<file path="src/rtl/assert_macros.svh">
// Assertion macros used by the top-level RTL file.
// Depends on clk_i and rst_ni being visible where a macro is used.
`ifndef ASSERT_MACROS_SVH
`define ASSERT_MACROS_SVH
// Property must hold at every clock edge outside reset.
`define SMT_ASSERT(lbl, prop, msg) \
  lbl: assert property (@(posedge clk_i) disable iff (!rst_ni) (prop)) else $error(msg);
// Condition must never be true outside reset.
`define SMT_NEVER(lbl, cond, msg) \
  lbl: assert property (@(posedge clk_i) disable iff (!rst_ni) !(cond)) else $error(msg);
`endif

</file>
<file path="src/rtl/smt_pkg.sv">
// Types, constants and helper functions for the match thinning block.
// No dependencies.
package smt_pkg;

  localparam int unsigned MAX_KEPT_DEF = 1024;
  localparam int unsigned DIV_STEPS    = 30;
  localparam int unsigned CORDIC_ITERS = 15;

  localparam logic [1:0] REG_WIDTH  = 2'd0;
  localparam logic [1:0] REG_HEIGHT = 2'd1;
  localparam logic [1:0] REG_TOL    = 2'd2;

  localparam logic [1:0] OUT_KEPT   = 2'd0;
  localparam logic [1:0] OUT_CLOSE  = 2'd1;
  localparam logic [1:0] OUT_FULL   = 2'd2;

  localparam logic [14:0] WIDTH_RST  = 15'd4096;
  localparam logic [14:0] HEIGHT_RST = 15'd2048;
  localparam logic [16:0] TOL_RST    = 17'd1144;
  localparam logic [16:0] TOL_MAX    = 17'd102944;
  localparam logic [17:0] TOL_SCALE  = 18'd166886;

  typedef struct packed {
    logic [19:0] view1_x;
    logic [19:0] view1_y;
    logic [19:0] view2_x;
    logic [19:0] view2_y;
    logic [19:0] view3_x;
    logic [19:0] view3_y;
    logic        new_set;
  } in_t;

  typedef struct packed {
    logic [19:0] kept1_x;
    logic [19:0] kept1_y;
    logic [19:0] kept2_x;
    logic [19:0] kept2_y;
    logic [19:0] kept3_x;
    logic [19:0] kept3_y;
    logic [1:0]  outcome;
  } out_t;

  typedef struct packed {
    in_t                pay;
    logic signed [15:0] vx;
    logic signed [15:0] vy;
    logic signed [15:0] vz;
    logic signed [15:0] ct;
    logic               tol_zero;
  } ent_t;

  // arctangent table in turn units (65536 per full turn)
  function automatic logic signed [17:0] atan_turn(input logic [3:0] i);
    logic signed [17:0] r;
    case (i)
      4'd0:    r = 18'sd8192;
      4'd1:    r = 18'sd4836;
      4'd2:    r = 18'sd2555;
      4'd3:    r = 18'sd1297;
      4'd4:    r = 18'sd651;
      4'd5:    r = 18'sd326;
      4'd6:    r = 18'sd163;
      4'd7:    r = 18'sd81;
      4'd8:    r = 18'sd41;
      4'd9:    r = 18'sd20;
      4'd10:   r = 18'sd10;
      4'd11:   r = 18'sd5;
      4'd12:   r = 18'sd3;
      4'd13:   r = 18'sd1;
      4'd14:   r = 18'sd1;
      default: r = 18'sd0;
    endcase
    return r;
  endfunction

  function automatic logic signed [15:0] clamp_q15(input logic signed [17:0] v);
    logic signed [15:0] r;
    if (v > 18'sd32767) r = 16'sd32767;
    else if (v < -18'sd32767) r = -16'sd32767;
    else r = v[15:0];
    return r;
  endfunction

endpackage

</file>
<file path="src/rtl/smt_back.sv">
// Back end: scans kept directions through a dot-product pipeline, decides, stores.
// Depends on smt_pkg; drives the direction store RAM.
module smt_back #(
  parameter int unsigned MAX_KEPT = smt_pkg::MAX_KEPT_DEF,
  localparam int unsigned AW = (MAX_KEPT > 1) ? $clog2(MAX_KEPT) : 1,
  localparam int unsigned CW = $clog2(MAX_KEPT + 1)
) (
  input  logic          clk_i,
  input  logic          rst_ni,
  input  logic          q_valid_i,
  output logic          q_ready_o,
  input  smt_pkg::ent_t q_ent_i,
  output logic          out_valid_o,
  input  logic          out_ready_i,
  output smt_pkg::out_t out_o,
  output logic          ram_we_o,
  output logic [AW-1:0] ram_waddr_o,
  output logic [47:0]   ram_wdata_o,
  output logic          ram_re_o,
  output logic [AW-1:0] ram_raddr_o,
  input  logic [47:0]   ram_rdata_i
);

  typedef enum logic [2:0] {
    B_IDLE = 3'b001,
    B_SCAN = 3'b010,
    B_DONE = 3'b100
  } bstate_e;

  bstate_e state_q, state_d;
  logic [CW-1:0] count_q, count_d, rd_q, rd_d;
  logic p1_q, p1_d, p2_q, p2_d, close_q, close_d, ov_q, ov_d;
  smt_pkg::ent_t ent_q, ent_d;
  smt_pkg::out_t res_q, res_d;
  logic signed [31:0] px_q, py_q, pz_q;
  logic signed [33:0] dot, limit;
  logic issue, hit, full, load;

  assign issue = (state_q == B_SCAN) && !ent_q.tol_zero && (rd_q < count_q);
  assign dot   = 34'(px_q) + 34'(py_q) + 34'(pz_q);
  assign limit = 34'(ent_q.ct) <<< 15;
  assign hit   = p2_q && (dot > 34'sd0) && (dot > limit);
  assign full  = (count_q == CW'(MAX_KEPT));
  assign load  = (state_q == B_DONE) && (!ov_q || out_ready_i);

  always_comb begin
    state_d = state_q;
    count_d = count_q;
    rd_d    = rd_q;
    p1_d    = issue;
    p2_d    = p1_q;
    close_d = close_q;
    ent_d   = ent_q;
    res_d   = res_q;
    ov_d    = (ov_q && !out_ready_i) || load;
    unique case (state_q)
      B_IDLE: begin
        if (q_valid_i) begin
          ent_d   = q_ent_i;
          rd_d    = '0;
          p1_d    = 1'b0;
          p2_d    = 1'b0;
          close_d = 1'b0;
          state_d = B_SCAN;
        end
      end
      B_SCAN: begin
        if (issue) begin
          rd_d = rd_q + CW'(1);
        end
        if (hit) begin
          close_d = 1'b1;
          state_d = B_DONE;
        end else if (!issue && !p1_q && !p2_q) begin
          state_d = B_DONE;
        end
      end
      B_DONE: begin
        if (load) begin
          res_d.kept1_x = ent_q.pay.view1_x;
          res_d.kept1_y = ent_q.pay.view1_y;
          res_d.kept2_x = ent_q.pay.view2_x;
          res_d.kept2_y = ent_q.pay.view2_y;
          res_d.kept3_x = ent_q.pay.view3_x;
          res_d.kept3_y = ent_q.pay.view3_y;
          if (close_q) begin
            res_d.outcome = smt_pkg::OUT_CLOSE;
          end else if (full) begin
            res_d.outcome = smt_pkg::OUT_FULL;
          end else begin
            res_d.outcome = smt_pkg::OUT_KEPT;
            count_d       = count_q + CW'(1);
          end
          state_d = B_IDLE;
        end
      end
      default: state_d = B_IDLE;
    endcase
    if ((state_q == B_IDLE) && q_valid_i && q_ent_i.pay.new_set) begin
      count_d = '0;
    end
  end

  always_ff @(posedge clk_i or negedge rst_ni) begin
    if (!rst_ni) begin
      state_q <= B_IDLE;
      count_q <= '0;
      rd_q    <= '0;
      p1_q    <= 1'b0;
      p2_q    <= 1'b0;
      close_q <= 1'b0;
      ov_q    <= 1'b0;
    end else begin
      state_q <= state_d;
      count_q <= count_d;
      rd_q    <= rd_d;
      p1_q    <= p1_d;
      p2_q    <= p2_d;
      close_q <= close_d;
      ov_q    <= ov_d;
    end
  end

  always_ff @(posedge clk_i) begin
    ent_q <= ent_d;
    res_q <= res_d;
    px_q  <= ent_q.vx * signed'(ram_rdata_i[47:32]);
    py_q  <= ent_q.vy * signed'(ram_rdata_i[31:16]);
    pz_q  <= ent_q.vz * signed'(ram_rdata_i[15:0]);
  end

  assign q_ready_o   = (state_q == B_IDLE);
  assign out_valid_o = ov_q;
  assign out_o       = res_q;
  assign ram_re_o    = issue;
  assign ram_raddr_o = rd_q[AW-1:0];
  assign ram_we_o    = load && !close_q && !full;
  assign ram_waddr_o = count_q[AW-1:0];
  assign ram_wdata_o = {ent_q.vx, ent_q.vy, ent_q.vz};

endmodule

</file>
<file path="config.mk">
export PLATFORM = sky130hd
export DESIGN_NAME = smt_back
export DESIGN_NICKNAME = d
export VERILOG_FILES = /design/src/rtl/assert_macros.svh /design/src/rtl/smt_pkg.sv /design/src/rtl/smt_back.sv
export SDC_FILE = /design/constraint.sdc
export NUM_CORES = 2
export LEC_CHECK = 0
export BUFFER_PORTS_ARGS = -buffer_cell sky130_fd_sc_hd__buf_2
export CAP_MARGIN = 20
export CELL_PAD_IN_SITES_DETAIL_PLACEMENT = 1
export CELL_PAD_IN_SITES_GLOBAL_PLACEMENT = 1
export CORE_AREA = 2 2 344 278
export CTS_CLUSTER_DIAMETER = 30
export DETAILED_ROUTE_END_ITERATION = 12
export DIE_AREA = 0 0 346 280
export PLACE_DENSITY_LB_ADDON = 0.12
export SYNTH_ARGS = -nofsm -noshare
export SYNTH_HDL_FRONTEND = slang
export SYNTH_SLANG_ARGS = --single-unit
</file>
<file path="constraint.sdc">
create_clock -name clk_i -period 9.1 [get_ports clk_i]
set_input_delay 0 -clock clk_i [delete_from_list [all_inputs] [get_ports clk_i]]
set_output_delay 0 -clock clk_i [all_outputs]
set_load 0.02 [all_outputs]
</file>
Word-level counts from Yosys, hierarchy flattened. Cells that the tools add are included.

Register bits: 432. Bits of input ports: 238. Output and inout bits: 194. Word-level logic and storage cells: 101.

Add/subtract/negate cells: 4. Multiply operators: 3. Order comparisons: 3. Equal/unequal tests: 11. Muxes and demuxes: 21. Reduce and logical (&&, ||, !) cells: 31.

Operators with widths (number): 16-bit by 16-bit multiplier with 32-bit output (3); 11-bit 2-to-1 mux (7); 33-bit by 32-bit adder with 34-bit output (1); 34-bit by 1-bit > comparator with 1-bit output, second input constant (1); 34-bit by 31-bit > comparator with 1-bit output (1); 32-bit by 32-bit adder with 33-bit output (1); 11-bit by 1-bit adder with 11-bit output, second input constant (2); 11-bit one-hot mux with 2 select lines (1); 1-bit logical AND (12); 3-bit 2-to-1 mux (4); 11-bit == test, second input constant (1); 11-bit < comparator (1); 3-bit one-hot mux with 3 select lines (1); 3-bit AND reduction (3); 1-bit zero test (8); 2-bit inequality test, second input constant (4); 1-bit 2-to-1 mux (6); 2-bit nonzero test (3); 2-bit by 1-bit inequality test with 1-bit output, second input constant (2); 2-bit AND reduction (2); 4-bit AND reduction (1); 3-bit by 1-bit == test with 1-bit output, second input constant (1); 3-bit by 2-bit == test with 1-bit output, second input constant (1); 3-bit == test, second input constant (1); 4 further kinds (5).

Longest topological paths before layout.
Depth after elaboration: 9. Gate-level depth with buffers: 25. Mapped depth without buffers: 24.

Worst setup path after synthesis. Ideal clock, no wire load.

Kind: register to register. From: register state_q[0]. To: register ent_q[0] (netlist bit) (enable). Setup time: 621 ps. Arrival: 6022 ps. Data required time: 8479 ps. Path slack: 2457 ps. Stages on the path, launching flop included: 4. Buffers on the path: 1. Clock period less this slack: 6643 ps. Cells stage by stage: dfstp_2 nand3b_1 nor2_1 clkbuf_1.

Longest elaborated chain between the ends: 2.

Ends and longest elaborated chain: from (decl) (RTL line smt_back.sv:30) `bstate_e state_q, state_d;`; from (signal assigned) (RTL line smt_back.sv:114) `state_q <= state_d;`; 3-bit by 1-bit == test with 1-bit output (RTL line smt_back.sv:56) `unique case (state_q)`; 2-bit AND reduction (no source line); to (signal assigned) (RTL line smt_back.sv:125) `ent_q <= ent_d;`; to (decl) (RTL line smt_back.sv:33) `smt_pkg::ent_t ent_q, ent_d;`.

Every way passes these cells. A chain may end at the register's enable or synchronous reset.

Final worst setup path.
From: register ent_q, in the netlist ram_wdata_o[20]. To: register py_q[31].

Longest elaborated chain between the ends: 1.

Ends and longest elaborated chain: 16-bit by 16-bit multiplier with 32-bit output (RTL line smt_back.sv:128) `py_q <= ent_q.vy * signed'(ram_rdata_i[31:16]);`; to (signal assigned) (RTL line smt_back.sv:128); to (decl) (RTL line smt_back.sv:35) `logic signed [31:0] px_q, py_q, pz_q;`.

Every way passes these cells.

==> summary.md <==
| Metric | Value |
|---|---|
| CP Cell Sequence | nand2_1 -> fa_1 -> fa_1 -> inv_1 -> ha_1 -> inv_1 -> fa_1 -> inv_1 -> fa_1 -> inv_1 -> fa_1 -> inv_1 -> ha_1 -> a2111oi_0 -> o21ai_0 -> a21oi_1 -> or4b_1 -> and2_1 -> o311ai_1 -> or4_1 -> a31oi_1 -> o21ai_1 -> xnor2_1 |
| HP Class | input port to flip-flop |
| Final #Nets | 6184 |
| Outcome | finished clean |
| Initial DRT Pass Iterations | 5 |
| CTS max path bufs | 3 |
| Hold Crit Start | ram_rdata_i[33] |
| Post-synth top area share | 0.3601 |
| Clock Latency Late Sink | 0.68 ns |
| Worst Tran Pin Value | 0.9976 ns |
| Site Rows | 101 |
| CTS Root Cell | clkbuf_16 |
| Top post-synthesis cells by area | fa_1 (36%), edfxtp_1 (20%), ha_1 (8.5%) |
| CTS buffer count | 85 |
| Yosys cell types | 83 |
| Total die area | 96880 um^2 |
| Fin crit share | 0.7709 |
| DRC errors left | 0 |
| Avg Inst Size Synth | 10.63 um^2 |
| Metal3 WL | 6200 um |
| Setup TNS | 0 ns |
| Htree depth | 3 |
| Buffer count from post-CTS setup fixing | 0 |
| Ys flop type | edfxtp_1 |
| FF+latch count, synth | 432 |
| Endpoints failing setup | 0 |
| Setup Skew | 0.04842 ns |
| Total gr overflow | 0 |
| Initial antenna violation count | 11 |
| Routed wl met2 | 68110 um |
| CP endpoint kind | flip-flop |
| IO Pins | 432 |
| Max Cap Viol | 0 |
| CTS Sinks | 432 |
| Vias/cell | 5.212 |
| Gr usage total | 0.2859 |
| Fill cells | 10177 |
| Syn_nets | 5649 |
| Largest area contributor in the netlist | fa_1 |
| Most frequent cell after synthesis | inv_1 |
| Post-route ant nets | 0 |
| Die Ht | 280 um |
| RSZ-0062 raised after global routing | no |
| Mean routed wirelength per cell | 21.78 um |
| Clk slew on worst S/H paths | 0.05 ns |
| FFs w/ async S/R, synth | 0.06713 |
| Slowest cell on the critical path | edfxtp_1 |
| HPWL after DPL | 99470 um |
| Seq/Total Area, Yosys | 0.2606 |
| Hold-fix buffers, CTS | 194 |
| Post-synth EDFFs | 307 |
| CP Data Required Time | 9.59 ns |
| Synth warn | 0 |
| Vias in the first global route | 36247 |
| WS Path Type | flip-flop to flip-flop |
| Final Hold Viols | 0 |
| Final wirelength | 133500 um |
| First DRT Iteration DRCs | 1909 |
| Vias post-DR | 31960 |
| Worst path max stage delay | 0.85 ns |
| Mapped Cells | 4282 |
| Initial Util | 0.4856 |
| Area Overhead vs Synth | 17.00% |
| # port buffers | 431 |
| Core area | 93770 um^2 |
| Top Layer Used | met5 |
| Final min period | 7.015 ns |
| Die Wd | 346 um |
| Critical path arrival | 7.51 ns |
| First-pass GRT wire length | 211800 um |
| Maximum clock frequency | 142.6 MHz |
| Share of cells above drive strength 1 | 0.1234 |
| Critical Path Source | ram_wdata_o[20] |
| Gp weighted congestion | 0.8522 |
| Worst Path Max Fanout | 17 |
| CTS tree | done |
| Post-cts resize count | 0 |
| Setup crit start kind | flip-flop |
| Max-slew headroom | 0.3350 |
| Synth top cells by count | inv_1 (960), fa_1 (819), nand2_1 (504) |
| Largest net degree at the start of global routing | 144 |
| RR Startpoint | ram_wdata_o[20] |
| Cell area after synthesis | 45530 um^2 |
| Final Max Tran Viols | 0 |
| Routed length on met1 | 55090 um |
==> path summary, 6_finish.rpt <==
kind                            slack (ns)  cells after the start          to
worst max-delay path                  2.09                     23    py_q[31]
worst min-delay path                  0.03                      3     px_q[1]
worst max register to register        2.09                     23    py_q[31]
worst min register to register        0.38                      0   out_o[74]
max in group asynchronous             8.43                      4        p2_q
min in group asynchronous             0.47                      3  state_q[0]
==> area by class of cell <==
type	instances	area, um^2	share of cell area
Multi-Input combinational cell	2706	29050	0.5452
Sequential cell	432	11870	0.2228
Timing Repair Buffer	629	4151	0.07793
Inverter	963	3615	0.06785
Clock buffer	98	2280	0.04279
Tap cell	1236	1546	0.02903
Clock inverter	60	745.7	0.01400
Antenna cell	8	20.02	0.0003758
==> cell usage in the layout (no fill, tap or decap), drive strengths merged, types with 46 or more instances in the layout <==
cell / count
o21ai: 73
clkbuf: 98
dfxtp: 96
buf: 436
inv: 967
and2: 287
fa: 819
ha: 310
xnor2: 111
a21o: 46
nor2: 124
nand2: 504
edfxtp: 307
dlygate4sd3: 193
a21oi: 102
==> sequential cells by signal, indices dropped and copies added (netlist names) <==
register and flops:
p1_q 1, close_q 1, py_q 32, count_q 11, ram_wdata_o 48, p2_q 1
px_q 32, out_o 122, state_q 3, pz_q 32, rd_q 11, out_valid_o 1
ent_q 137
==> logic make-up after synthesis <==
family / synth area share
buffers and inverters: 0.1017
adder cells (fa/ha/maj): 0.4453
AND/OR/NAND/NOR: 0.1132
flip-flops: 0.2606
AO/OA/AOI/OAI: 0.05065
XOR/XNOR: 0.02808
multiplexers: 0.0004672
==> metrics by stage <==
stage | hold WS (ns) | cells | instance area [um^2] | util | setup WS, ns
floorplan | -0.2956 | 4282 | 45530 | - | 2.457
global placement | 0.08870 | 5772 | 48280 | 0.5148 | 2.316
detailed placement | 0.09565 | 5772 | 48280 | 0.5148 | 2.092
CTS | 0.01594 | 6124 | 53250 | 0.5679 | 2.100
global route | 0.04593 | 6129 | 53260 | 0.5681 | 1.666
finish | 0.02920 | 6132 | 53270 | 0.5681 | 2.085
==> worst max-delay path, delay by kind of cell, from the launching register on <==
family,cells,cell delay [ns]
xor+xnor,1,0.13
flops,1,0.85
fa+ha+maj,7,3.02
compound gates,6,1.56
buf+inv,5,0.28
simple gates,4,1.03
==> layer usage <==
| metal | GRT usage | vias up |
|---|---|---|
| met5 | 0 | - |
| met4 | 0.08913 | 8 |
| met3 | 0.04303 | 251 |
| met2 | 0.4999 | 838 |
| met1 | 0.3675 | 16679 |
| li1 | - | 14184 |
Power is left out: the tool's default activity adds up to more than one toggle a clock period on the data nets, which glitch-free logic cannot reach.
