**config.mk**
```make
export PLATFORM = sky130hd
export DESIGN_NAME = smt_front
export DESIGN_NICKNAME = d
export VERILOG_FILES = /design/src/rtl/assert_macros.svh /design/src/rtl/smt_pkg.sv /design/src/rtl/smt_front.sv
export SDC_FILE = /design/constraint.sdc
export NUM_CORES = 2
export LEC_CHECK = 0
export ABC_AREA = 1
export ABC_CLOCK_PERIOD_IN_PS = 6600
export BUFFER_PORTS_ARGS = -buffer_cell sky130_fd_sc_hd__buf_2
export CORE_MARGIN = 3
export CORE_UTILIZATION = 35
export DETAILED_ROUTE_END_ITERATION = 7
export GPL_ROUTABILITY_DRIVEN = 0
export HOLD_SLACK_MARGIN = 0.02
export PLACE_DENSITY_LB_ADDON = 0.1
export SLEW_MARGIN = 20
export SYNTH_ARGS = -nofsm -noshare
export SYNTH_HDL_FRONTEND = slang
export SYNTH_SLANG_ARGS = --single-unit
```
**constraint.sdc**
```tcl
create_clock -name clk_i -period 6.6 [get_ports clk_i]
set_clock_uncertainty 0.2 [all_clocks]
set_input_delay 0.66 -clock clk_i [delete_from_list [all_inputs] [get_ports clk_i]]
set_output_delay 0.66 -clock clk_i [all_outputs]
set_load 0.1 [all_outputs]
```
**src/rtl/assert_macros.svh**
```systemverilog
// Assertion macros used by the top-level RTL file.
// Depends on clk_i and rst_ni being visible where a macro is used.
`ifndef ASSERT_MACROS_SVH
`define ASSERT_MACROS_SVH
// Property must hold at every clock edge outside reset.
`define SMT_ASSERT(lbl, prop, msg) \
  lbl: assert property (@(posedge clk_i) disable iff (!rst_ni) (prop)) else $error(msg);
// Condition must never be true outside reset.
`define SMT_NEVER(lbl, cond, msg) \
  lbl: assert property (@(posedge clk_i) disable iff (!rst_ni) !(cond)) else $error(msg);
`endif

```
**src/rtl/smt_pkg.sv**
```systemverilog
// Types, constants and helper functions for the match thinning block.
// No dependencies.
package smt_pkg;

  localparam int unsigned MAX_KEPT_DEF = 1024;
  localparam int unsigned DIV_STEPS    = 30;
  localparam int unsigned CORDIC_ITERS = 15;

  localparam logic [1:0] REG_WIDTH  = 2'd0;
  localparam logic [1:0] REG_HEIGHT = 2'd1;
  localparam logic [1:0] REG_TOL    = 2'd2;

  localparam logic [1:0] OUT_KEPT   = 2'd0;
  localparam logic [1:0] OUT_CLOSE  = 2'd1;
  localparam logic [1:0] OUT_FULL   = 2'd2;

  localparam logic [14:0] WIDTH_RST  = 15'd4096;
  localparam logic [14:0] HEIGHT_RST = 15'd2048;
  localparam logic [16:0] TOL_RST    = 17'd1144;
  localparam logic [16:0] TOL_MAX    = 17'd102944;
  localparam logic [17:0] TOL_SCALE  = 18'd166886;

  typedef struct packed {
    logic [19:0] view1_x;
    logic [19:0] view1_y;
    logic [19:0] view2_x;
    logic [19:0] view2_y;
    logic [19:0] view3_x;
    logic [19:0] view3_y;
    logic        new_set;
  } in_t;

  typedef struct packed {
    logic [19:0] kept1_x;
    logic [19:0] kept1_y;
    logic [19:0] kept2_x;
    logic [19:0] kept2_y;
    logic [19:0] kept3_x;
    logic [19:0] kept3_y;
    logic [1:0]  outcome;
  } out_t;

  typedef struct packed {
    in_t                pay;
    logic signed [15:0] vx;
    logic signed [15:0] vy;
    logic signed [15:0] vz;
    logic signed [15:0] ct;
    logic               tol_zero;
  } ent_t;

  // arctangent table in turn units (65536 per full turn)
  function automatic logic signed [17:0] atan_turn(input logic [3:0] i);
    logic signed [17:0] r;
    case (i)
      4'd0:    r = 18'sd8192;
      4'd1:    r = 18'sd4836;
      4'd2:    r = 18'sd2555;
      4'd3:    r = 18'sd1297;
      4'd4:    r = 18'sd651;
      4'd5:    r = 18'sd326;
      4'd6:    r = 18'sd163;
      4'd7:    r = 18'sd81;
      4'd8:    r = 18'sd41;
      4'd9:    r = 18'sd20;
      4'd10:   r = 18'sd10;
      4'd11:   r = 18'sd5;
      4'd12:   r = 18'sd3;
      4'd13:   r = 18'sd1;
      4'd14:   r = 18'sd1;
      default: r = 18'sd0;
    endcase
    return r;
  endfunction

  function automatic logic signed [15:0] clamp_q15(input logic signed [17:0] v);
    logic signed [15:0] r;
    if (v > 18'sd32767) r = 16'sd32767;
    else if (v < -18'sd32767) r = -16'sd32767;
    else r = v[15:0];
    return r;
  endfunction

endpackage

```
**src/rtl/smt_front.sv**
```systemverilog
// Front end: takes matches, divides pixels to phases, runs CORDIC, builds the direction.
// Depends on smt_pkg.
module smt_front (
  input  logic          clk_i,
  input  logic          rst_ni,
  input  logic [14:0]   image_width_i,
  input  logic [14:0]   image_height_i,
  input  logic [16:0]   angle_tolerance_i,
  input  logic          in_valid_i,
  output logic          in_ready_o,
  input  smt_pkg::in_t  in_i,
  output logic          q_valid_o,
  input  logic          q_ready_i,
  output smt_pkg::ent_t q_ent_o
);

  typedef enum logic [4:0] {
    F_IDLE   = 5'b00001,
    F_DIV    = 5'b00010,
    F_CORDIC = 5'b00100,
    F_MUL    = 5'b01000,
    F_PUSH   = 5'b10000
  } fstate_e;

  fstate_e state_q, state_d;
  logic [4:0] cnt_q, cnt_d;
  logic [1:0] sel_q, sel_d;

  smt_pkg::in_t pay_q, pay_d;
  logic [29:0] num_q, num_d;
  logic [15:0] quot_q, quot_d;
  logic [14:0] rem_q, rem_d, dvs_q, dvs_d;
  logic [15:0] lon_q, lon_d, lat_q, lat_d, tph_q, tph_d;
  logic signed [17:0] cx_q, cx_d, cy_q, cy_d, cz_q, cz_d;
  logic neg_q, neg_d, tolz_q, tolz_d;
  logic signed [15:0] cp_q, cp_d, sp_q, sp_d, cl_q, cl_d, sl_q, sl_d, ct_q, ct_d;
  logic signed [15:0] vx_q, vx_d, vy_q, vy_d;

  logic [15:0] r2, rsub, qn;
  logic        ge;
  logic [15:0] init_ph;
  logic signed [17:0] z0, iz, dx, dy, at, fx, fy;
  logic        ineg;
  logic [3:0]  sh;
  logic signed [15:0] mb;
  logic signed [31:0] mp;
  logic signed [32:0] ms;
  logic [16:0] tol_c;
  logic [35:0] tprod;

  assign r2   = {rem_q, num_q[29]};
  assign ge   = (r2 >= {1'b0, dvs_q});
  assign rsub = r2 - {1'b0, dvs_q};
  assign qn   = {quot_q[14:0], ge};

  assign init_ph = (state_q == F_DIV) ? lon_q : ((sel_q == 2'd0) ? lat_q : tph_q);
  assign z0 = 18'(signed'(init_ph));

  always_comb begin
    iz   = z0;
    ineg = 1'b0;
    if (z0 > 18'sd16384) begin
      iz   = z0 - 18'sd32768;
      ineg = 1'b1;
    end else if (z0 < -18'sd16384) begin
      iz   = z0 + 18'sd32768;
      ineg = 1'b1;
    end
  end

  assign sh = cnt_q[3:0];
  assign dx = cy_q >>> sh;
  assign dy = cx_q >>> sh;
  assign at = smt_pkg::atan_turn(sh);
  assign fx = neg_q ? -cx_q : cx_q;
  assign fy = neg_q ? -cy_q : cy_q;

  assign mb = cnt_q[0] ? sp_q : cp_q;
  assign mp = cl_q * mb;
  assign ms = 33'(mp) + 33'sd16384;

  assign tol_c = (angle_tolerance_i > smt_pkg::TOL_MAX) ? smt_pkg::TOL_MAX
                                                        : angle_tolerance_i;
  assign tprod = 36'(tol_c) * 36'(smt_pkg::TOL_SCALE) + 36'd524288;

  always_comb begin
    state_d = state_q;
    cnt_d   = cnt_q;
    sel_d   = sel_q;
    pay_d   = pay_q;
    num_d   = num_q;
    quot_d  = quot_q;
    rem_d   = rem_q;
    dvs_d   = dvs_q;
    lon_d   = lon_q;
    lat_d   = lat_q;
    tph_d   = tph_q;
    cx_d    = cx_q;
    cy_d    = cy_q;
    cz_d    = cz_q;
    neg_d   = neg_q;
    tolz_d  = tolz_q;
    cp_d    = cp_q;
    sp_d    = sp_q;
    cl_d    = cl_q;
    sl_d    = sl_q;
    ct_d    = ct_q;
    vx_d    = vx_q;
    vy_d    = vy_q;
    unique case (state_q)
      F_IDLE: begin
        if (in_valid_i) begin
          pay_d   = in_i;
          tolz_d  = (angle_tolerance_i == 17'd0);
          tph_d   = tprod[35:20];
          num_d   = {in_i.view2_x, 10'd0};
          dvs_d   = (image_width_i == 15'd0) ? 15'd1 : image_width_i;
          rem_d   = '0;
          quot_d  = '0;
          cnt_d   = '0;
          sel_d   = 2'd0;
          state_d = F_DIV;
        end
      end
      F_DIV: begin
        num_d  = {num_q[28:0], 1'b0};
        rem_d  = ge ? rsub[14:0] : r2[14:0];
        quot_d = qn;
        cnt_d  = cnt_q + 5'd1;
        if (cnt_q == 5'(smt_pkg::DIV_STEPS - 1)) begin
          cnt_d = '0;
          if (sel_q == 2'd0) begin
            lon_d  = qn;
            num_d  = {1'b0, pay_q.view2_y, 9'd0};
            dvs_d  = (image_height_i < 15'd2) ? 15'd1 : image_height_i - 15'd1;
            rem_d  = '0;
            quot_d = '0;
            sel_d  = 2'd1;
          end else begin
            lat_d   = qn - 16'd16384;
            cx_d    = 18'sd19898;
            cy_d    = '0;
            cz_d    = iz;
            neg_d   = ineg;
            sel_d   = 2'd0;
            state_d = F_CORDIC;
          end
        end
      end
      F_CORDIC: begin
        cnt_d = cnt_q + 5'd1;
        if (cnt_q < 5'(smt_pkg::CORDIC_ITERS)) begin
          if (!cz_q[17]) begin
            cx_d = cx_q - dx;
            cy_d = cy_q + dy;
            cz_d = cz_q - at;
          end else begin
            cx_d = cx_q + dx;
            cy_d = cy_q - dy;
            cz_d = cz_q + at;
          end
        end else begin
          cnt_d = '0;
          case (sel_q)
            2'd0: begin
              cp_d = smt_pkg::clamp_q15(fx);
              sp_d = smt_pkg::clamp_q15(fy);
            end
            2'd1: begin
              cl_d = smt_pkg::clamp_q15(fx);
              sl_d = smt_pkg::clamp_q15(fy);
            end
            default: ct_d = smt_pkg::clamp_q15(fx);
          endcase
          if (sel_q == 2'd2) begin
            state_d = F_MUL;
          end else begin
            sel_d = sel_q + 2'd1;
            cx_d  = 18'sd19898;
            cy_d  = '0;
            cz_d  = iz;
            neg_d = ineg;
          end
        end
      end
      F_MUL: begin
        cnt_d = cnt_q + 5'd1;
        if (cnt_q[0]) begin
          vy_d    = ms[30:15];
          state_d = F_PUSH;
        end else begin
          vx_d = ms[30:15];
        end
      end
      F_PUSH: begin
        if (q_ready_i) begin
          state_d = F_IDLE;
        end
      end
      default: state_d = F_IDLE;
    endcase
  end

  always_ff @(posedge clk_i or negedge rst_ni) begin
    if (!rst_ni) begin
      state_q <= F_IDLE;
      cnt_q   <= '0;
      sel_q   <= '0;
    end else begin
      state_q <= state_d;
      cnt_q   <= cnt_d;
      sel_q   <= sel_d;
    end
  end

  always_ff @(posedge clk_i) begin
    pay_q  <= pay_d;
    num_q  <= num_d;
    quot_q <= quot_d;
    rem_q  <= rem_d;
    dvs_q  <= dvs_d;
    lon_q  <= lon_d;
    lat_q  <= lat_d;
    tph_q  <= tph_d;
    cx_q   <= cx_d;
    cy_q   <= cy_d;
    cz_q   <= cz_d;
    neg_q  <= neg_d;
    tolz_q <= tolz_d;
    cp_q   <= cp_d;
    sp_q   <= sp_d;
    cl_q   <= cl_d;
    sl_q   <= sl_d;
    ct_q   <= ct_d;
    vx_q   <= vx_d;
    vy_q   <= vy_d;
  end

  assign in_ready_o = (state_q == F_IDLE);
  assign q_valid_o  = (state_q == F_PUSH);

  always_comb begin
    q_ent_o.pay      = pay_q;
    q_ent_o.vx       = vx_q;
    q_ent_o.vy       = vy_q;
    q_ent_o.vz       = sl_q;
    q_ent_o.ct       = ct_q;
    q_ent_o.tol_zero = tolz_q;
  end

endmodule

```
* After elaboration in Yosys (flattened, before gate mapping)
Memories as Yosys holds them, arrays and structs flattened.
Index checks and enable logic that the tools add are counted.
** Operators by class
- Add/subtract/negate cells :: 17
- Multiply operators :: 2
- $lt $le $gt $ge :: 10
- Equal/unequal tests :: 18
- Shift operators :: 2
- Multiplexer cells :: 74
- Bitwise gates (word level) :: 4
- Reduce and logical (&&, ||, !) cells :: 23
** Operator list (number)
- 2-to-1 mux 18 bit :: 19
- 2-to-1 mux 15 bit :: 12
- 2-to-1 mux 16 bit :: 7
- case mux 18 bit (2 select lines) :: 3
- 2-to-1 mux 30 bit :: 3
- case mux 15 bit (2 select lines) :: 3
- case mux 30 bit (2 select lines) :: 1
- adder 18 bit :: 3
- subtractor 18 bit :: 3
- 2-to-1 mux 5 bit :: 10
- adder 35 x 20 -> 36 bit, second input constant :: 1
- > comparator 18 x 16 -> 1 bit, second input constant :: 2
- < comparator 18 x 16 -> 1 bit, second input constant :: 2
- negation 18 bit :: 2
- >>> shifter 18 x 4 -> 18 bit :: 2
- multiplier 17 x 17 -> 34 bit, second input constant :: 1
- adder 31 x 16 -> 31 bit, second input constant :: 1
- multiplier 16 x 16 -> 31 bit :: 1
- case mux 5 bit (5 select lines) :: 1
- case mux 5 bit (4 select lines) :: 1
- adder 16 x 17 -> 18 bit, second input constant :: 1
- subtractor 16 x 17 -> 18 bit, second input constant :: 1
- > comparator 17 bit, second input constant :: 1
- zero test 17 bit :: 1
- 37 further kinds :: 68
** Word-level totals
- Bits in registers :: 424
- Bits in read-only memories :: 224
- Output and inout bits :: 188
- Word-level logic and storage cells :: 180
- Memories kept :: 1
** Memory list
- (name not given) :: depth 16, width 14, rd ports 1, clocked after memory_dff 0, wr ports 0, line smt_pkg.sv:55 : case (i)

* Logic depth before layout (Yosys ltp)
- Depth after elaboration :: 9
- Depth in mapped cells :: 42
- Depth with buffers taken out :: 42

* Least setup slack after synthesis
Ideal clock, no wire load.
- Kind :: register to register
- From :: register state_q[2]
- To :: register pay_q (netlist bit q_ent_o[100]), enable pin
- Setup time :: 0.638 ns
- Arrival :: 6.500 ns
- Path slack :: -0.738 ns
- Cell stages (with the launch flop) :: 4
- Path buffers :: 0
- Path through :: dfrtp_1 -> nor2_1 -> nand4_1 -> nor2_1
** Between the ends
- Longest elaborated chain between the ends :: 2
** RTL lines
- start, declared :: line smt_front.sv:25 : fstate_e state_q, state_d;
- start signal, assigned :: line smt_front.sv:210 : state_q <= state_d;
- equality test 5 x 1 -> 1 bit :: line smt_front.sv:110 : unique case (state_q)
- AND reduction 2 bit (no source line)
- end signal, assigned :: line smt_front.sv:217 : pay_q <= pay_d;
- end, declared :: line smt_front.sv:29 : smt_pkg::in_t pay_q, pay_d;
Every way passes these cells.
A chain may end at the register's enable or synchronous reset.

* Worst setup path in the final report
- From :: input port angle_tolerance_i[1]
- To :: register tph_q[9] (data pin)
** Between the ends
- Longest elaborated chain between the ends :: 4
** RTL lines
- start, declared :: line smt_front.sv:8 : input logic [16:0] angle_tolerance_i,
- > comparator 17 bit :: line smt_front.sv:82 : assign tol_c = (angle_tolerance_i > smt_pkg::TOL_MAX) ? smt_pkg::TOL_MAX
- 2-to-1 mux 17 bit (*) :: line smt_front.sv:82
- multiplier 17 x 17 -> 34 bit (*) :: line smt_front.sv:84 : assign tprod = 36'(tol_c) * 36'(smt_pkg::TOL_SCALE) + 36'd524288;
- adder 35 x 20 -> 36 bit (*) :: line smt_front.sv:84
- via tprod[29] :: line smt_front.sv:49 : logic [35:0] tprod;
- end signal, assigned :: line smt_front.sv:224 : tph_q <= tph_d;
- end, declared :: line smt_front.sv:33 : logic [15:0] lon_q, lon_d, lat_q, lat_d, tph_q, tph_d;
The timed path passes the listed nets; every way through them passes the cells marked *.

==> results.ini <==
[routing]
wl_per_cell_um = 17.1
drc = 0
num_vias = 31900
wirelength_um = 114000
initialDrtViolationCount = 1612
first_pass_iters = 6
antenna_left = 0
vias_per_cell = 4.77

[placement]
post-dp-hpwl_um = 92100
pre_cts_slack_ps = -774
port_buffers = 359
place_area_mm2 = 0.0446

[yosys]
synth.distinct_cells = 64
yosys.area_share.simple_pct = 19.6
synth-async-reset-ratio_pct = 2.89
synth_top_family_by_area = adder cells
synth_warnings = 0
synth_seq_cells = 415
seq_area_frac_synth_pct = 32.2
synth_top_flop_cell = edfxtp_1
synth_cells = 4424
synth_fa_ha_area_share_pct = 28.4
synth.area.mux_share_pct = 0.0520
avgSynthCellArea_um2 = 8.71
synth_compound_area_share_pct = 7.20
synth_nets = 5253
synth_area_mm2 = 0.0385
synthXorXnorAreaFrac_pct = 3.13
synth_enable_flop_cells = 403

[layout]
fin_area_mm2 = 0.0493
synthToLayoutAreaGrowth_pct = 27.9
drive_gt1_share_pct = 24.3
fin_nets = 6066

[worst_setup_path]
crit_arrival_ps = 6710
crit_top_cell = inv_2
path_buf_inv = 13
cp_data_required_time_ps = 6760
critical_path_class = input port to flop
slowest_delay_ps = 520
worstSetupStartpointType = input port
slowest_stage = fa_1
crit_family = adder cells
critPathCaptureType = flop
crit_path_max_fanout = 6

[clock_network]
numCtsBuffers = 49
htree_levels = 2
insertion_delay_ps = 630
clk_pin_slew_worst_paths_ps = 60
ctsRootBufferMaster = clkbuf_16
clock-sinks = 415
cts_tree = done
cts_max_path_buffers = 3

[floorplanning]
chipHeight_um = 338
die_area_mm2 = 0.114
coreArea_mm2 = 0.109
start_util_pct = 35.3
die_w_um = 338
ioPinCount = 360
row_count = 121

[timing]
setup_violations = 0
setup_ws_ps = 48.3
worstMarginPinSlew_ps = 1070
fin_crit_sh_pct = 99.3
rsz0062_at_grt = yes
finalMaxSlewViolations = 0
finalHoldWorstSlack_ps = 76.6
period_needed_ps = 6550
hold_viol = 0
max_freq_ghz = 0.153
relSlewSlack_pct = 28.9

[grt]
grt_pass1_wl_um = 181000
antenna_found_initial = 3
gr-total-overflow = 0
grt_pass1_vias = 32400
grt.total_usage_pct = 20.1
grt_max_degree = 139

[hold_path]
worst_hold_path_type = input port to flop

[outcome]
status = finished clean

[run]
max-cap-violations = 0

==> through the flow <==
stage          instances  utilization (%)  TNS (ps)
2_1_floorplan       4424                -      -239
3_3_place_gp        6441             40.9    -11290
3_5_place_dp        6441             40.9    -12030
4_1_cts             6652             43.6         0
5_1_grt             6691             45.2     -2420
6_report            6692             45.2         0
==> cell families after synthesis <==
group | after synthesis
adder cells (fa/ha/maj) | 657
flip-flops | 415
AND/OR/NAND/NOR | 1787
XOR/XNOR | 137
AO/OA/AOI/OAI | 498
buffers and inverters | 928
multiplexers | 2
==> final cells by class <==
type                            count  area, µm²
Antenna cell                        1       2.50
Clock buffer                       56       1250
Clock inverter                     35        382
Fill cell                       10700      59700
Inverter                          821       3120
Multi-Input combinational cell   3081      24200
Sequential cell                   415      12400
Tap cell                         1414       1770
Timing Repair Buffer              869       6130
==> Yosys cell counts, types with 4 or more instances <==
cell      instances  area (µm²)
o21ai_0         187         936
fa_1            362        7250
inv_1           809        3040
o21ai_1          20         100
o21a_1           13        97.6
buf_2            28         140
nand3_1         216        1080
dfrtp_1          11         275
or2_2            30         188
nand3_2          14         140
o22ai_1          11        68.8
ha_1            295        3690
a31oi_1          11        68.8
nor2_2           15        93.8
nor4_1           15        93.8
o211ai_1          8        60.1
and3_1            6        37.5
a21o_1            9        67.6
nand4_1          40         250
edfxtp_1        403       12100
nor3_1           40         200
o31ai_1           8        60.1
or2_1             4        25.0
nor2_1          412        1550
xnor2_1          46         403
nand3b_1         11        82.6
a21oi_1         183         916
clkbuf_1         52         195
a211oi_1         10        75.1
xor2_1           90         788
nand2_2          14        87.6
inv_2             8        30.0
buf_1            11        41.3
o21bai_1         12        90.1
buf_4             4        30.0
nand2_1         959        3600
buf_6            11         124
==> layout by cell type (no fill, tap or decap), types with 10 or more instances in the layout <==
cell,synthesis,layout
nand3_2,14,24
a21oi_2,0,23
clkinv_1,3,14
edfxtp_1,403,403
or2_2,30,26
o22ai_1,11,11
nor2_2,15,36
nand2_4,3,32
nand4_1,40,40
a21oi_1,183,153
buf_4,4,356
nor2_4,2,42
dfrtp_1,11,10
o21ai_1,20,27
xor2_1,90,83
buf_2,28,357
nand2_1,959,864
fa_1,362,348
o21a_1,13,13
inv_1,809,742
fa_2,0,14
nor3_1,40,32
nor2_1,412,351
nand3b_1,11,11
inv_4,1,12
nand3_1,216,204
nor4_1,15,11
nand2_2,14,79
o21ai_0,187,169
buf_6,11,30
xnor2_1,46,44
ha_1,295,265
o21ai_2,2,10
inv_2,8,63
clkbuf_16,0,49
dlygate4sd3_1,0,118
ha_4,0,29
==> repair_timing <==
item                       in CTS  in global routing
gates resized for setup        35                395
hold buffers                  118                  0
setup endpoints to repair      37                 45
pin swaps                       5                147
buffers inserted                2                 40
hold endpoints to repair      129                  0
==> registers in the layout, summed over array words and instances, names as in the netlist, 18 cells and up <==
name	flops
cy_q	18
q_ent_o	121
cx_q	18
num_q	21
cz_q	18
==> path summary, 6_finish.rpt <==
| check | startpoint | endpoint | slack (ps) | cells past startpoint |
|---|---|---|---|---|
| min in group asynchronous | rst_ni | cnt_q[2] | 400 | 2 |
| hold reg to reg | quot_q[8] | lat_q[9] | 280 | 0 |
| setup reg to reg | cnt_q[0] | vy_q[13] | 120 | 28 |
| hold / removal | in_i[67] | q_ent_o[132] | 80 | 1 |
| setup / recovery | angle_tolerance_i[1] | tph_q[9] | 50 | 38 |
| max in group asynchronous | rst_ni | state_q[0] | 5510 | 2 |
==> routing by layer <==
layer | routed length (µm) | GRT usage, % | vias up
li1 | - | - | 15800
met1 | 53200 | 27.8 | 15400
met2 | 54300 | 33.7 | 638
met3 | 5080 | 2.92 | 112
met4 | 1940 | 3.86 | 2
met5 | 13 | 0 | -
Power is left out: the tool's default activity adds up to more than one toggle a clock period on the data nets, which glitch-free logic cannot reach.
