**config.mk**
```make
export PLATFORM = sky130hd
export DESIGN_NAME = smt_queue
export DESIGN_NICKNAME = d
export VERILOG_FILES = /design/src/rtl/assert_macros.svh /design/src/rtl/smt_pkg.sv /design/src/rtl/smt_queue.sv
export SDC_FILE = /design/constraint.sdc
export NUM_CORES = 1
export LEC_CHECK = 0
export BUFFER_PORTS_ARGS = -buffer_cell sky130_fd_sc_hd__clkbuf_2
export CAP_MARGIN = 30
export CELL_PAD_IN_SITES_DETAIL_PLACEMENT = 0
export CELL_PAD_IN_SITES_GLOBAL_PLACEMENT = 1
export CORE_UTILIZATION = 35
export DETAILED_ROUTE_END_ITERATION = 8
export PLACE_DENSITY = 0.69
export SETUP_SLACK_MARGIN = 0.5
export SYNTH_ARGS = -nofsm -noshare
export SYNTH_HDL_FRONTEND = slang
export SYNTH_SLANG_ARGS = --single-unit
```
**constraint.sdc**
```tcl
create_clock -name clk_i -period 23.9 [get_ports clk_i]
set_input_delay 1.195 -clock clk_i [delete_from_list [all_inputs] [get_ports clk_i]]
set_output_delay 1.195 -clock clk_i [all_outputs]
set_load 0.02 [all_outputs]
```
**src/rtl/assert_macros.svh**
```systemverilog
// Assertion macros used by the top-level RTL file.
// Depends on clk_i and rst_ni being visible where a macro is used.
`ifndef ASSERT_MACROS_SVH
`define ASSERT_MACROS_SVH
// Property must hold at every clock edge outside reset.
`define SMT_ASSERT(lbl, prop, msg) \
  lbl: assert property (@(posedge clk_i) disable iff (!rst_ni) (prop)) else $error(msg);
// Condition must never be true outside reset.
`define SMT_NEVER(lbl, cond, msg) \
  lbl: assert property (@(posedge clk_i) disable iff (!rst_ni) !(cond)) else $error(msg);
`endif

```
**src/rtl/smt_pkg.sv**
```systemverilog
// Types, constants and helper functions for the match thinning block.
// No dependencies.
package smt_pkg;

  localparam int unsigned MAX_KEPT_DEF = 1024;
  localparam int unsigned DIV_STEPS    = 30;
  localparam int unsigned CORDIC_ITERS = 15;

  localparam logic [1:0] REG_WIDTH  = 2'd0;
  localparam logic [1:0] REG_HEIGHT = 2'd1;
  localparam logic [1:0] REG_TOL    = 2'd2;

  localparam logic [1:0] OUT_KEPT   = 2'd0;
  localparam logic [1:0] OUT_CLOSE  = 2'd1;
  localparam logic [1:0] OUT_FULL   = 2'd2;

  localparam logic [14:0] WIDTH_RST  = 15'd4096;
  localparam logic [14:0] HEIGHT_RST = 15'd2048;
  localparam logic [16:0] TOL_RST    = 17'd1144;
  localparam logic [16:0] TOL_MAX    = 17'd102944;
  localparam logic [17:0] TOL_SCALE  = 18'd166886;

  typedef struct packed {
    logic [19:0] view1_x;
    logic [19:0] view1_y;
    logic [19:0] view2_x;
    logic [19:0] view2_y;
    logic [19:0] view3_x;
    logic [19:0] view3_y;
    logic        new_set;
  } in_t;

  typedef struct packed {
    logic [19:0] kept1_x;
    logic [19:0] kept1_y;
    logic [19:0] kept2_x;
    logic [19:0] kept2_y;
    logic [19:0] kept3_x;
    logic [19:0] kept3_y;
    logic [1:0]  outcome;
  } out_t;

  typedef struct packed {
    in_t                pay;
    logic signed [15:0] vx;
    logic signed [15:0] vy;
    logic signed [15:0] vz;
    logic signed [15:0] ct;
    logic               tol_zero;
  } ent_t;

  // arctangent table in turn units (65536 per full turn)
  function automatic logic signed [17:0] atan_turn(input logic [3:0] i);
    logic signed [17:0] r;
    case (i)
      4'd0:    r = 18'sd8192;
      4'd1:    r = 18'sd4836;
      4'd2:    r = 18'sd2555;
      4'd3:    r = 18'sd1297;
      4'd4:    r = 18'sd651;
      4'd5:    r = 18'sd326;
      4'd6:    r = 18'sd163;
      4'd7:    r = 18'sd81;
      4'd8:    r = 18'sd41;
      4'd9:    r = 18'sd20;
      4'd10:   r = 18'sd10;
      4'd11:   r = 18'sd5;
      4'd12:   r = 18'sd3;
      4'd13:   r = 18'sd1;
      4'd14:   r = 18'sd1;
      default: r = 18'sd0;
    endcase
    return r;
  endfunction

  function automatic logic signed [15:0] clamp_q15(input logic signed [17:0] v);
    logic signed [15:0] r;
    if (v > 18'sd32767) r = 16'sd32767;
    else if (v < -18'sd32767) r = -16'sd32767;
    else r = v[15:0];
    return r;
  endfunction

endpackage

```
**src/rtl/smt_queue.sv**
```systemverilog
// Two-entry queue between the direction front end and the scan back end.
// Depends on smt_pkg.
module smt_queue (
  input  logic          clk_i,
  input  logic          rst_ni,
  input  logic          push_valid_i,
  output logic          push_ready_o,
  input  smt_pkg::ent_t push_ent_i,
  output logic          pop_valid_o,
  input  logic          pop_ready_i,
  output smt_pkg::ent_t pop_ent_o
);

  smt_pkg::ent_t slot_q [2];
  logic       wp_q, wp_d, rp_q, rp_d;
  logic [1:0] cnt_q, cnt_d;
  logic       push, pop;

  assign push_ready_o = (cnt_q != 2'd2);
  assign pop_valid_o  = (cnt_q != 2'd0);
  assign pop_ent_o    = slot_q[rp_q];
  assign push         = push_valid_i && push_ready_o;
  assign pop          = pop_valid_o && pop_ready_i;

  always_comb begin
    wp_d  = push ? ~wp_q : wp_q;
    rp_d  = pop ? ~rp_q : rp_q;
    cnt_d = cnt_q + {1'b0, push} - {1'b0, pop};
  end

  always_ff @(posedge clk_i or negedge rst_ni) begin
    if (!rst_ni) begin
      wp_q  <= 1'b0;
      rp_q  <= 1'b0;
      cnt_q <= 2'd0;
    end else begin
      wp_q  <= wp_d;
      rp_q  <= rp_d;
      cnt_q <= cnt_d;
    end
  end

  always_ff @(posedge clk_i) begin
    if (push) begin
      slot_q[wp_q] <= push_ent_i;
    end
  end

endmodule

```
# Yosys cells after proc, flatten, opt, wreduce, memory -nomap -nowiden
# Memory sizes are Yosys's and may differ from the RTL's.
# Cells that the tools add are included.
[totals]
register_bits = 4
ram_bits = 372
input_bits = 190
out_inout_bits = 188
word_cells = 14
n_memories = 1
[mem_list]
columns = ["memory", "words", "word_bits", "read_ports", "rd_ports_with_merged_regs", "write_ports", "line_no", "rtl"]
rows = [
  ["slot_q", 2, 186, 1, 0, 1, "smt_queue.sv:14", "smt_pkg::ent_t slot_q [2];"],
]
[op_classes]
n_addsub = 2
n_eq_ne = 1
n_mux = 2
bitwise = 2
n_reduce_logical = 3
[op_table]
columns = ["operator", "n"]
rows = [
  ["adder 2 x 1 -> 2 bit", 1],
  ["logical AND 1 bit", 2],
  ["two-way mux 1 bit", 2],
  ["!= test 2 bit (second input constant)", 1],
  ["inverter 1 bit", 2],
  ["nonzero test 2 bit", 1],
  ["subtractor 2 x 1 -> 2 bit", 1],
]

# Longest topological paths before layout
# Gate-level depths: netlist of run 1.
[depth]
depth_word = 4
depth_mapped = 7
depth_no_buf = 7

# Worst setup path before layout of run 1
# Ideal clock, no wire load.
[synth_timing]
path_type = "input port to flip-flop"
start = "in push_valid_i"
end = "mem slot_q[0][0] (netlist name) (enable)"
setup_ns = 0.735
t_arrival_ns = 9.009
t_required_ns = 23.165
slack_ns = 14.156
path_stages = 2
n_path_buf = 0
path_cell_list = "nand2_1 -> nor2_1"
[synth_between]
elab_chain_cells = 3
[synth_rtl]
columns = ["element", "line_no", "rtl"]
rows = [
  ["start, declared", "smt_queue.sv:6", "input logic push_valid_i,"],
  ["logical AND 1 bit", "smt_queue.sv:22", "assign push = push_valid_i && push_ready_o;"],
  ["two-way mux 1 bit", "smt_queue.sv:44", "if (push) begin"],
  ["two-way mux 1 bit (not written as such)", "smt_queue.sv:45", "slot_q[wp_q] <= push_ent_i;"],
  ["end, declared", "smt_queue.sv:14", ""],
]
# Every way passes these cells.

==> impl_metrics.json, run 1 <==
{
  "antenna_found_initial": 1,
  "worst_slew_pin_slew_ps": 950,
  "grt_setup_unrepaired": "false",
  "final_cell_mix": "clkbuf_2, edfxtp_1, mux2_4",
  "die_x_um": 203,
  "num_rows": 73,
  "numCtsBuffers": 40,
  "synthToLayoutAreaGrowth_pct": 26.0,
  "core_um2": 39800,
  "layout_commonest_cell": "clkbuf_2",
  "finClkSkew_ps": 7.58,
  "p_clk_frac": 0.247,
  "ys_seq_area_frac": 0.796,
  "drc": 0,
  "htree_num_levels": 2,
  "ir_worst_vdd_v": 0.0000844,
  "crit_type": "flip-flop to output port",
  "p_per_area_nw_per_um2": 130,
  "postCtsResizedCells": 0,
  "maxCapViolCount": 0,
  "power_mw": 2.32,
  "pre_cts_ws_ps": 20360,
  "nets": 1196,
  "initial_core_util": 0.355,
  "finalHoldViolations": 0,
  "post_cts_buffers": 0,
  "p_seq_frac": 0.406,
  "path_buf_inv": 3,
  "ys_ff_latch": 376,
  "drive_gt1_frac": 0.613,
  "dr.pass1.iters": 4,
  "slew_headroom": 0.367,
  "path_clk_slew_ps": 60,
  "clock_latency_ps": 530,
  "p_comb_frac": 0.347,
  "finalCritPeriodShare": 0.168,
  "path_cells": "buf_16 -> buf_4 -> mux2_2 -> clkbuf_2",
  "synthCells": 596,
  "die-area_um2": 41200,
  "syn_area_per_cell_um2": 23.7,
  "holdBufCountCts": 0,
  "post-route-min-period_ps": 4000,
  "port-buffer-count": 377,
  "cts_sinks": 376,
  "dr.first_iter.drc_count": 262,
  "critical_path.max_fanout": 52,
  "dp_hpwl_mm": 18.7,
  "tritoncts": "done",
  "cp-end-kind": "output port",
  "wirelength_mm": 28.6,
  "wl_per_cell_um": 18.4,
  "reg2reg_slack_ps": 21300,
  "p_sw_frac": 0.324,
  "drv_slew": 0,
  "ys.warnings.count": 0,
  "postRouteAntennaNets": 0,
  "grt-ovfl-total": 0,
  "finalInstanceArea_um2": 17800,
  "vias": 6935,
  "grt_pass1_wl_mm": 42.2,
  "p_int_mw": 1.57,
  "status": "finished, final reports clean",
  "fin_setup_tns_ps": 0,
  "p_switching_mw": 0.753,
  "ys_types": 16,
  "die_h_um": 203,
  "cp-start-kind": "flip-flop",
  "grt_pass1_vias": 7364,
  "netlist_area_um2": 14200,
  "clockBufferDepth": 3,
  "place_congestion": 0.710,
  "grt_max_degree": 69,
  "cp.arrival_ps": 2810,
  "critPathTopFamily": "buffers and inverters",
  "crit_required_ps": 22710,
  "power.leakage_nw": 7.06,
  "io_pins": 378,
  "clockRootBuffer": "clkbuf_16",
  "syn-num-nets": 788,
  "track_usage": 0.136,
  "via_per_inst": 4.45,
  "crit_slowest_cell": "buf_4",
  "setup-violations-final": 0,
  "hp-class": "primary input to async pin",
  "crit_path_max_incr_delay_ps": 730,
  "fin_ws_ps": 19900,
  "dpl_cell_area_um2": 16600,
  "fmax_mhz": 250
}
[stage by stage]
step | hold WS, ps | instances | utilization
2_1_floorplan | 461 | 596 | -
3_3_place_gp | 497 | 1485 | 0.416
3_5_place_dp | 516 | 1487 | 0.417
4_1_cts | 421 | 1557 | 0.448
5_1_grt | 431 | 1557 | 0.448
6_report | 462 | 1558 | 0.448
[flip-flops by register name, indices dropped and copies added (netlist names)]
| register | count |
|---|---|
| slot_q | 372 |
| cnt_q | 2 |
| wp_q | 1 |
| rp_q | 1 |
[power by group through the flow]
stage,logic (mW),clock network [mW],registers (mW)
3_3_place_gp,0.797,0,0.970
5_1_grt,0.860,0.618,0.956
4_1_cts,0.826,0.596,0.944
6_report,0.805,0.574,0.942
2_1_floorplan,0.596,0,0.979
3_5_place_dp,0.823,0,0.958
[metal layers]
metal	track usage	routed length [µm]
met5	0	0
met3	0.0504	2530
met1	0.160	11500
met2	0.223	13700
met4	0.0593	830
[cell families (layout without fill, tap and decap cells)]
logic type	count (synthesis)	in the layout	share of synthesized area
xor gates and xnor gates	4	4	0.00248
and+or+nand+nor	6	6	0.00230
muxes	186	186	0.182
other	0	1	0
DFF	376	376	0.796
adders and majority gates	2	2	0.00177
buffers and inverters	22	458	0.0148
[Yosys cell counts, drive strengths merged]
cell    count  area (µm²)
and3        1        6.26
xnor2       3        26.3
or2         1        6.26
xor2        1        8.76
dfrtp       4         100
ha          2        25.0
inv         1        3.75
mux2      186        2580
nand2       1        3.75
nor2        1        3.75
nand2b      1        6.26
edfxtp    372       11200
buf        21         205
and2        1        6.26
[final timing paths]
path | startpoint | to | cells after the start
max in group asynchronous | rst_ni | rp_q | 1
worst min register to register | cnt_q[0] | cnt_q[0] | 1
worst max register to register | cnt_q[1] | slot_q[1][151] | 3
worst min-delay path | rst_ni | rp_q | 1
worst max-delay path | rp_q | pop_ent_o[40] | 4
min in group clk_i | cnt_q[0] | cnt_q[0] | 1
[layout make-up]
type                    instances  area, µm²
diodes                          1       2.50
clock buffers                  45       1040
clock inverters                25        171
fillers                      3530      22000
inverters                       1       3.75
multi-input cells             198       2690
flip-flops and latches        376      11300
well taps                     525        657
repair buffers                387       2000
(Power assumes the default switching activity.)
==> run 2: changes to the inputs <==
--- a/config.mk
+++ b/config.mk
@@ -5,13 +5,14 @@
 export SDC_FILE = /design/constraint.sdc
 export NUM_CORES = 1
 export LEC_CHECK = 0
+export ABC_AREA = 1
 export BUFFER_PORTS_ARGS = -buffer_cell sky130_fd_sc_hd__clkbuf_2
 export CAP_MARGIN = 30
 export CELL_PAD_IN_SITES_DETAIL_PLACEMENT = 0
 export CELL_PAD_IN_SITES_GLOBAL_PLACEMENT = 1
 export CORE_UTILIZATION = 35
 export DETAILED_ROUTE_END_ITERATION = 8
-export PLACE_DENSITY = 0.69
+export PLACE_DENSITY = 0.75
 export SETUP_SLACK_MARGIN = 0.5
 export SYNTH_ARGS = -nofsm -noshare
 export SYNTH_HDL_FRONTEND = slang
==> constraint.sdc (replaced) <==
create_clock -name clk_i -period 3.3 [get_ports clk_i]
set_input_delay 0.165 -clock clk_i [delete_from_list [all_inputs] [get_ports clk_i]]
set_output_delay 0.165 -clock clk_i [all_outputs]
set_load 0.02 [all_outputs]
==> impl_metrics.json, run 2 <==
{
  "crit_type": "flip-flop to output port",
  "worst_slew_pin_slew_ps": 1040,
  "nets": 1772,
  "placed_cells_incl_taps": 1866,
  "numCtsBuffers": 40,
  "dpl_cell_area_um2": 16200,
  "reg2reg_slack_ps": 1180,
  "initial_core_util": 0.356,
  "core_um2": 38800,
  "largest_reg_flops": 372,
  "final_cell_mix": "nand2_1, clkbuf_2, edfxtp_1",
  "grt_pass1_wl_mm": 50.7,
  "drv_slew": 0,
  "grt_setup_unrepaired": "false",
  "ir_worst_vdd_v": 0.000604,
  "top_register": "slot_q",
  "synth-edff-count": 372,
  "finalHoldViolations": 0,
  "synthCells": 1003,
  "wirelength_mm": 32.7,
  "clock_latency_ps": 540,
  "die-area_um2": 40300,
  "io_pins": 378,
  "postRouteAntennaNets": 0,
  "p_int_mw": 10.6,
  "status": "finished, final reports clean",
  "async_reset_ff_frac": 0.0106,
  "layout_commonest_cell": "nand2_1",
  "syn_area_per_cell_um2": 13.8,
  "fin_ws_ps": 776,
  "post-route-min-period_ps": 2520,
  "netlist_area_um2": 13800,
  "hp-start": "push_ent_i[46]",
  "dr.first_iter.drc_count": 473,
  "synth_top_area_cell": "edfxtp_1",
  "cp-end-kind": "output port",
  "grt-ovfl-total": 0,
  "ys_types": 12,
  "cts_sinks": 376,
  "ys.warnings.count": 0,
  "num_rows": 72,
  "clockRootBuffer": "clkbuf_16",
  "fin_cells": 2129,
  "die_h_um": 201,
  "grt_max_degree": 188,
  "dr.pass1.iters": 4,
  "cp-start-kind": "flip-flop",
  "holdPathEnd": "slot_q[0][46]",
  "track_usage": 0.162,
  "tritoncts": "done",
  "finClkSkew_ps": 8.74,
  "synth.area.top_cells": "edfxtp_1, nand2_1, buf_6",
  "ys_ff_latch": 376,
  "p_clk_frac": 0.246,
  "synthToLayoutAreaGrowth_pct": 40.1,
  "finalCritPeriodShare": 0.765,
  "post_cts_buffers": 0,
  "p_sw_frac": 0.377,
  "via_per_inst": 4.38,
  "holdBufCountCts": 190,
  "synth_top_area_frac": 0.809,
  "pre_cts_ws_ps": 1140,
  "power_mw": 17.1,
  "grt_pass1_vias": 9280,
  "ff2ff_path_depth": 5,
  "timing.rr.end": "slot_q[0][120]",
  "finalInstanceArea_um2": 19400,
  "netlist_top_cells_count": "nand2_1, edfxtp_1, buf_2, buf_6, inv_1",
  "synth_ff_type": "edfxtp_1",
  "postCtsResizedCells": 0,
  "crit_required_ps": 3130,
  "fin_setup_tns_ps": 0,
  "hp-class": "primary input to flip-flop",
  "clockBufferDepth": 3,
  "wl_per_cell_um": 15.4,
  "slew_headroom": 0.306,
  "critical_path.max_fanout": 72,
  "drc": 0,
  "p_comb_frac": 0.360,
  "htree_num_levels": 2,
  "die_x_um": 201,
  "p_seq_frac": 0.395,
  "whs_ps": 351,
  "holdPathStages": 2,
  "vias": 9323,
  "r2r_start": "cnt_q[0]",
  "p_switching_mw": 6.44,
  "ys_seq_area_frac": 0.816,
  "p_per_area_nw_per_um2": 883,
  "fin_util": 0.498,
  "cp.arrival_ps": 2360,
  "maxCapViolCount": 0,
  "power.leakage_nw": 8.28,
  "setup-violations-final": 0,
  "place_congestion": 0.786,
  "path_clk_slew_ps": 60,
  "n_fill_cell": 3348,
  "dp_hpwl_mm": 19.3,
  "yosysMostFrequentCell": "nand2_1",
  "syn-num-nets": 1195,
  "top_regs": "slot_q (372), cnt_q (2)",
  "drive_gt1_frac": 0.278,
  "antenna_found_initial": 2,
  "port-buffer-count": 377,
  "fmax_mhz": 396
}
## run 2: changes by cell type after synthesis, sizes merged
cell	before	now
nand2	1	571
xnor2	3	0
or2	1	0
buf	21	41
and3	1	0
mux2	186	0
xor2	1	0
inv	1	9
and2	1	0
nand3	0	3
nand2b	1	0
## run 2: layer usage
metal / vias to the layer above / GRT usage / share of wire
li1: 4558 / - / -
met1: 4370 / 0.202 / 0.42
met2: 343 / 0.266 / 0.47
met3: 52 / 0.0489 / 0.080
met4: 0 / 0.0592 / 0.025
met5: - / 0 / 0
## run 2: worst max path at each step
stage / start / end / slack [ps] / depth (start not counted)
3_5_place_dp: cnt_q[0] / slot_q[0][80] / 1140 / 5
6_report: rp_q / pop_ent_o[148] / 780 / 5
3_3_place_gp: cnt_q[0] / slot_q[0][121] / 1150 / 5
4_1_cts: rp_q / pop_ent_o[148] / 720 / 5
2_1_floorplan: cnt_q[0] / slot_q[0][0] / -480 / 4
5_1_grt: rp_q / pop_ent_o[76] / 610 / 5
## run 2: final cells by class
cell class              instances  area, µm²  share of cell area
flip-flops and latches        376      11300               0.583
clock inverters                20        155             0.00802
clock buffers                  51       1060              0.0549
repair buffers                576       3940               0.204
inverters                       9       42.5             0.00220
well taps                     518        648              0.0335
diodes                          2       5.00            0.000259
multi-input cells             577       2220               0.115
## run 2: worst max-delay path, stage by stage, from the launching register on
cell	delay, ps
dfrtp_4	500
inv_6	440
buf_4	430
nand2_1	90
nand2_1	100
clkbuf_2	180
## run 2: power by group through the flow
stage	clock, mW	sequential [mW]	combinational, mW
2_1_floorplan	0	6.89	3.94
3_3_place_gp	0	6.80	5.97
3_5_place_dp	0	6.83	6.01
4_1_cts	4.29	6.74	6.22
5_1_grt	4.49	6.83	6.70
6_report	4.20	6.74	6.14
## run 2: logic make-up after synthesis
group                    after synthesis  synth area share
adder cells (fa/ha/maj)                2           0.00181
buffers and inverters                 50            0.0258
AND/OR/NAND/NOR                      575             0.157
flip-flops                           376             0.816
==> run 3: changes to the inputs <==
==> constraint.sdc (replaced) <==
create_clock -name clk_i -period 2.1 [get_ports clk_i]
set_input_delay 0.105 -clock clk_i [delete_from_list [all_inputs] [get_ports clk_i]]
set_output_delay 0.105 -clock clk_i [all_outputs]
set_load 0.02 [all_outputs]
==> impl_metrics.json, run 3 (synthesis results as in run 2) <==
{
  "cp-end-kind": "output port",
  "fmax_mhz": 494,
  "track_usage": 0.182,
  "critPathTopFamily": "buffers and inverters",
  "p_comb_frac": 0.444,
  "critical_path.max_fanout": 9,
  "grt-ovfl-total": 0,
  "finClkSkew_ps": 7.36,
  "post-route-min-period_ps": 2030,
  "numCtsBuffers": 39,
  "path_cells": "inv_16 -> buf_16 -> buf_12 -> nand2_1 -> nand2_1 -> clkbuf_2",
  "io_pins": 378,
  "finalCritPeriodShare": 0.964,
  "p_seq_frac": 0.339,
  "die_h_um": 201,
  "finalInstanceArea_um2": 21500,
  "wirelength_mm": 38.4,
  "top_usage_layer": "met2",
  "grt_pass1_wl_mm": 55.8,
  "top_register": "slot_q",
  "nets": 1837,
  "drv_slew": 0,
  "dr.first_iter.drc_count": 612,
  "vias": 9826,
  "layout_commonest_cell": "nand2_1",
  "dp_hpwl_mm": 21.5,
  "clockBufferDepth": 3,
  "crit_path_max_incr_delay_ps": 580,
  "p_sw_frac": 0.365,
  "wl_per_cell_um": 17.6,
  "grt_max_degree": 72,
  "drive_gt1_frac": 0.360,
  "grt_util_met2": 0.304,
  "die-area_um2": 40300,
  "maxCapViolCount": 0,
  "grt_pass1_vias": 10000,
  "cts_sinks": 376,
  "largest_reg_flops": 372,
  "status": "finished, final reports clean",
  "via_per_inst": 4.49,
  "place_congestion": 0.770,
  "crit_slowest_cell": "dfrtp_4",
  "grt_setup_unrepaired": "true",
  "slew_headroom": 0.647,
  "fin_setup_tns_ps": 0,
  "hp-class": "primary input to flip-flop",
  "antenna_found_initial": 0,
  "die_x_um": 201,
  "setup-violations-final": 0,
  "p_switching_mw": 11.6,
  "tritoncts": "done",
  "port-buffer-count": 377,
  "p_int_mw": 20.1,
  "crit_required_ps": 2000,
  "p_clk_frac": 0.218,
  "drc": 0,
  "dpl_cell_area_um2": 16500,
  "cp-start-kind": "flip-flop",
  "initial_core_util": 0.356,
  "path_buf_inv": 4,
  "postRouteAntennaNets": 0,
  "synthToLayoutAreaGrowth_pct": 55.5,
  "grt_use_met1": 0.224,
  "clockRootBuffer": "clkbuf_16",
  "antenna_cells": 0,
  "fin_ws_ps": 74.9,
  "finalHoldViolations": 0,
  "crit_type": "flip-flop to output port",
  "core_um2": 38800,
  "p_per_area_nw_per_um2": 1470,
  "power.leakage_nw": 9.22,
  "grt_use_met3": 0.0524,
  "final_cell_mix": "nand2_1, edfxtp_1, clkbuf_2",
  "ir_worst_vdd_v": 0.00105,
  "num_rows": 72,
  "crit_top_cell": "nand2_1",
  "worst_slew_pin_slew_ps": 530,
  "top_regs": "slot_q (372), cnt_q (2)",
  "htree_num_levels": 2,
  "cp.arrival_ps": 1920,
  "pre_cts_ws_ps": 480,
  "clock_latency_ps": 540,
  "path_clk_slew_ps": 60,
  "dr.pass1.iters": 4
}
-- run 3: path summary, 6_finish.rpt --
path	from	endpoint	slack, ps	cells past startpoint
setup / recovery	rp_q	pop_ent_o[41]	70	6
hold / removal	push_ent_i[30]	slot_q[1][30]	280	2
setup reg to reg	cnt_q[1]	slot_q[1][174]	490	5
hold reg to reg	wp_q	wp_q	480	2
max in group asynchronous	rst_ni	rp_q	1390	3
min in group asynchronous	rst_ni	rp_q	500	3
-- run 3: power by group through the flow --
| stage | Sequential (mW) | Combinational, mW | Clock, mW |
|---|---|---|---|
| finish | 10.7 | 14.1 | 6.89 |
| global placement | 10.7 | 9.93 | 0 |
| floorplan | 10.8 | 6.20 | 0 |
| CTS | 10.6 | 12.2 | 7.02 |
| global route | 10.8 | 15.0 | 7.32 |
| detailed placement | 10.7 | 10.0 | 0 |
-- run 3: cell type report --
class | instances | area [µm²]
well taps | 518 | 648
inverters | 9 | 53.8
fillers | 3030 | 17300
repair buffers | 639 | 5560
clock inverters | 19 | 216
multi-input cells | 577 | 2640
clock buffers | 47 | 1050
flip-flops and latches | 376 | 11300
repair inverters | 3 | 41.3
-- run 3: worst register-to-register path, delay by kind of cell (launching register included) --
family	cells	cell delay (ps)
and+or+nand+nor	3	340
buffers and inverters	2	510
DFF	1	410
-- run 3: through the flow --
stage                     cells  power, mW  hold WS [ps]  utilization
final                      2188       31.7           279        0.553
after CTS                  2170       29.9           246        0.527
after global routing       2188       33.2           264        0.553
after detailed placement   1888       20.7         -77.4        0.425
after floorplan            1003       17.0          -191            -
after global placement     1888       20.6         -80.6        0.425
-- run 3: timing repair --
| action | in CTS | in global routing |
|---|---|---|
| hold buffers | 190 | 0 |
| gates cloned | 12 | 11 |
| pin swaps | 6 | 26 |
| buffers inserted | 14 | 7 |
| gates resized for setup | 89 | 283 |
| endpoints found under the setup margin | 261 | 359 |
| endpoints found under the hold margin | 378 | 0 |
-- run 3: per-layer routing --
layer / part of all wire / vias up
met1: 0.41 / 4698
met4: 0.025 / 0
met5: 0 / -
li1: - / 4688
met2: 0.49 / 384
met3: 0.079 / 56
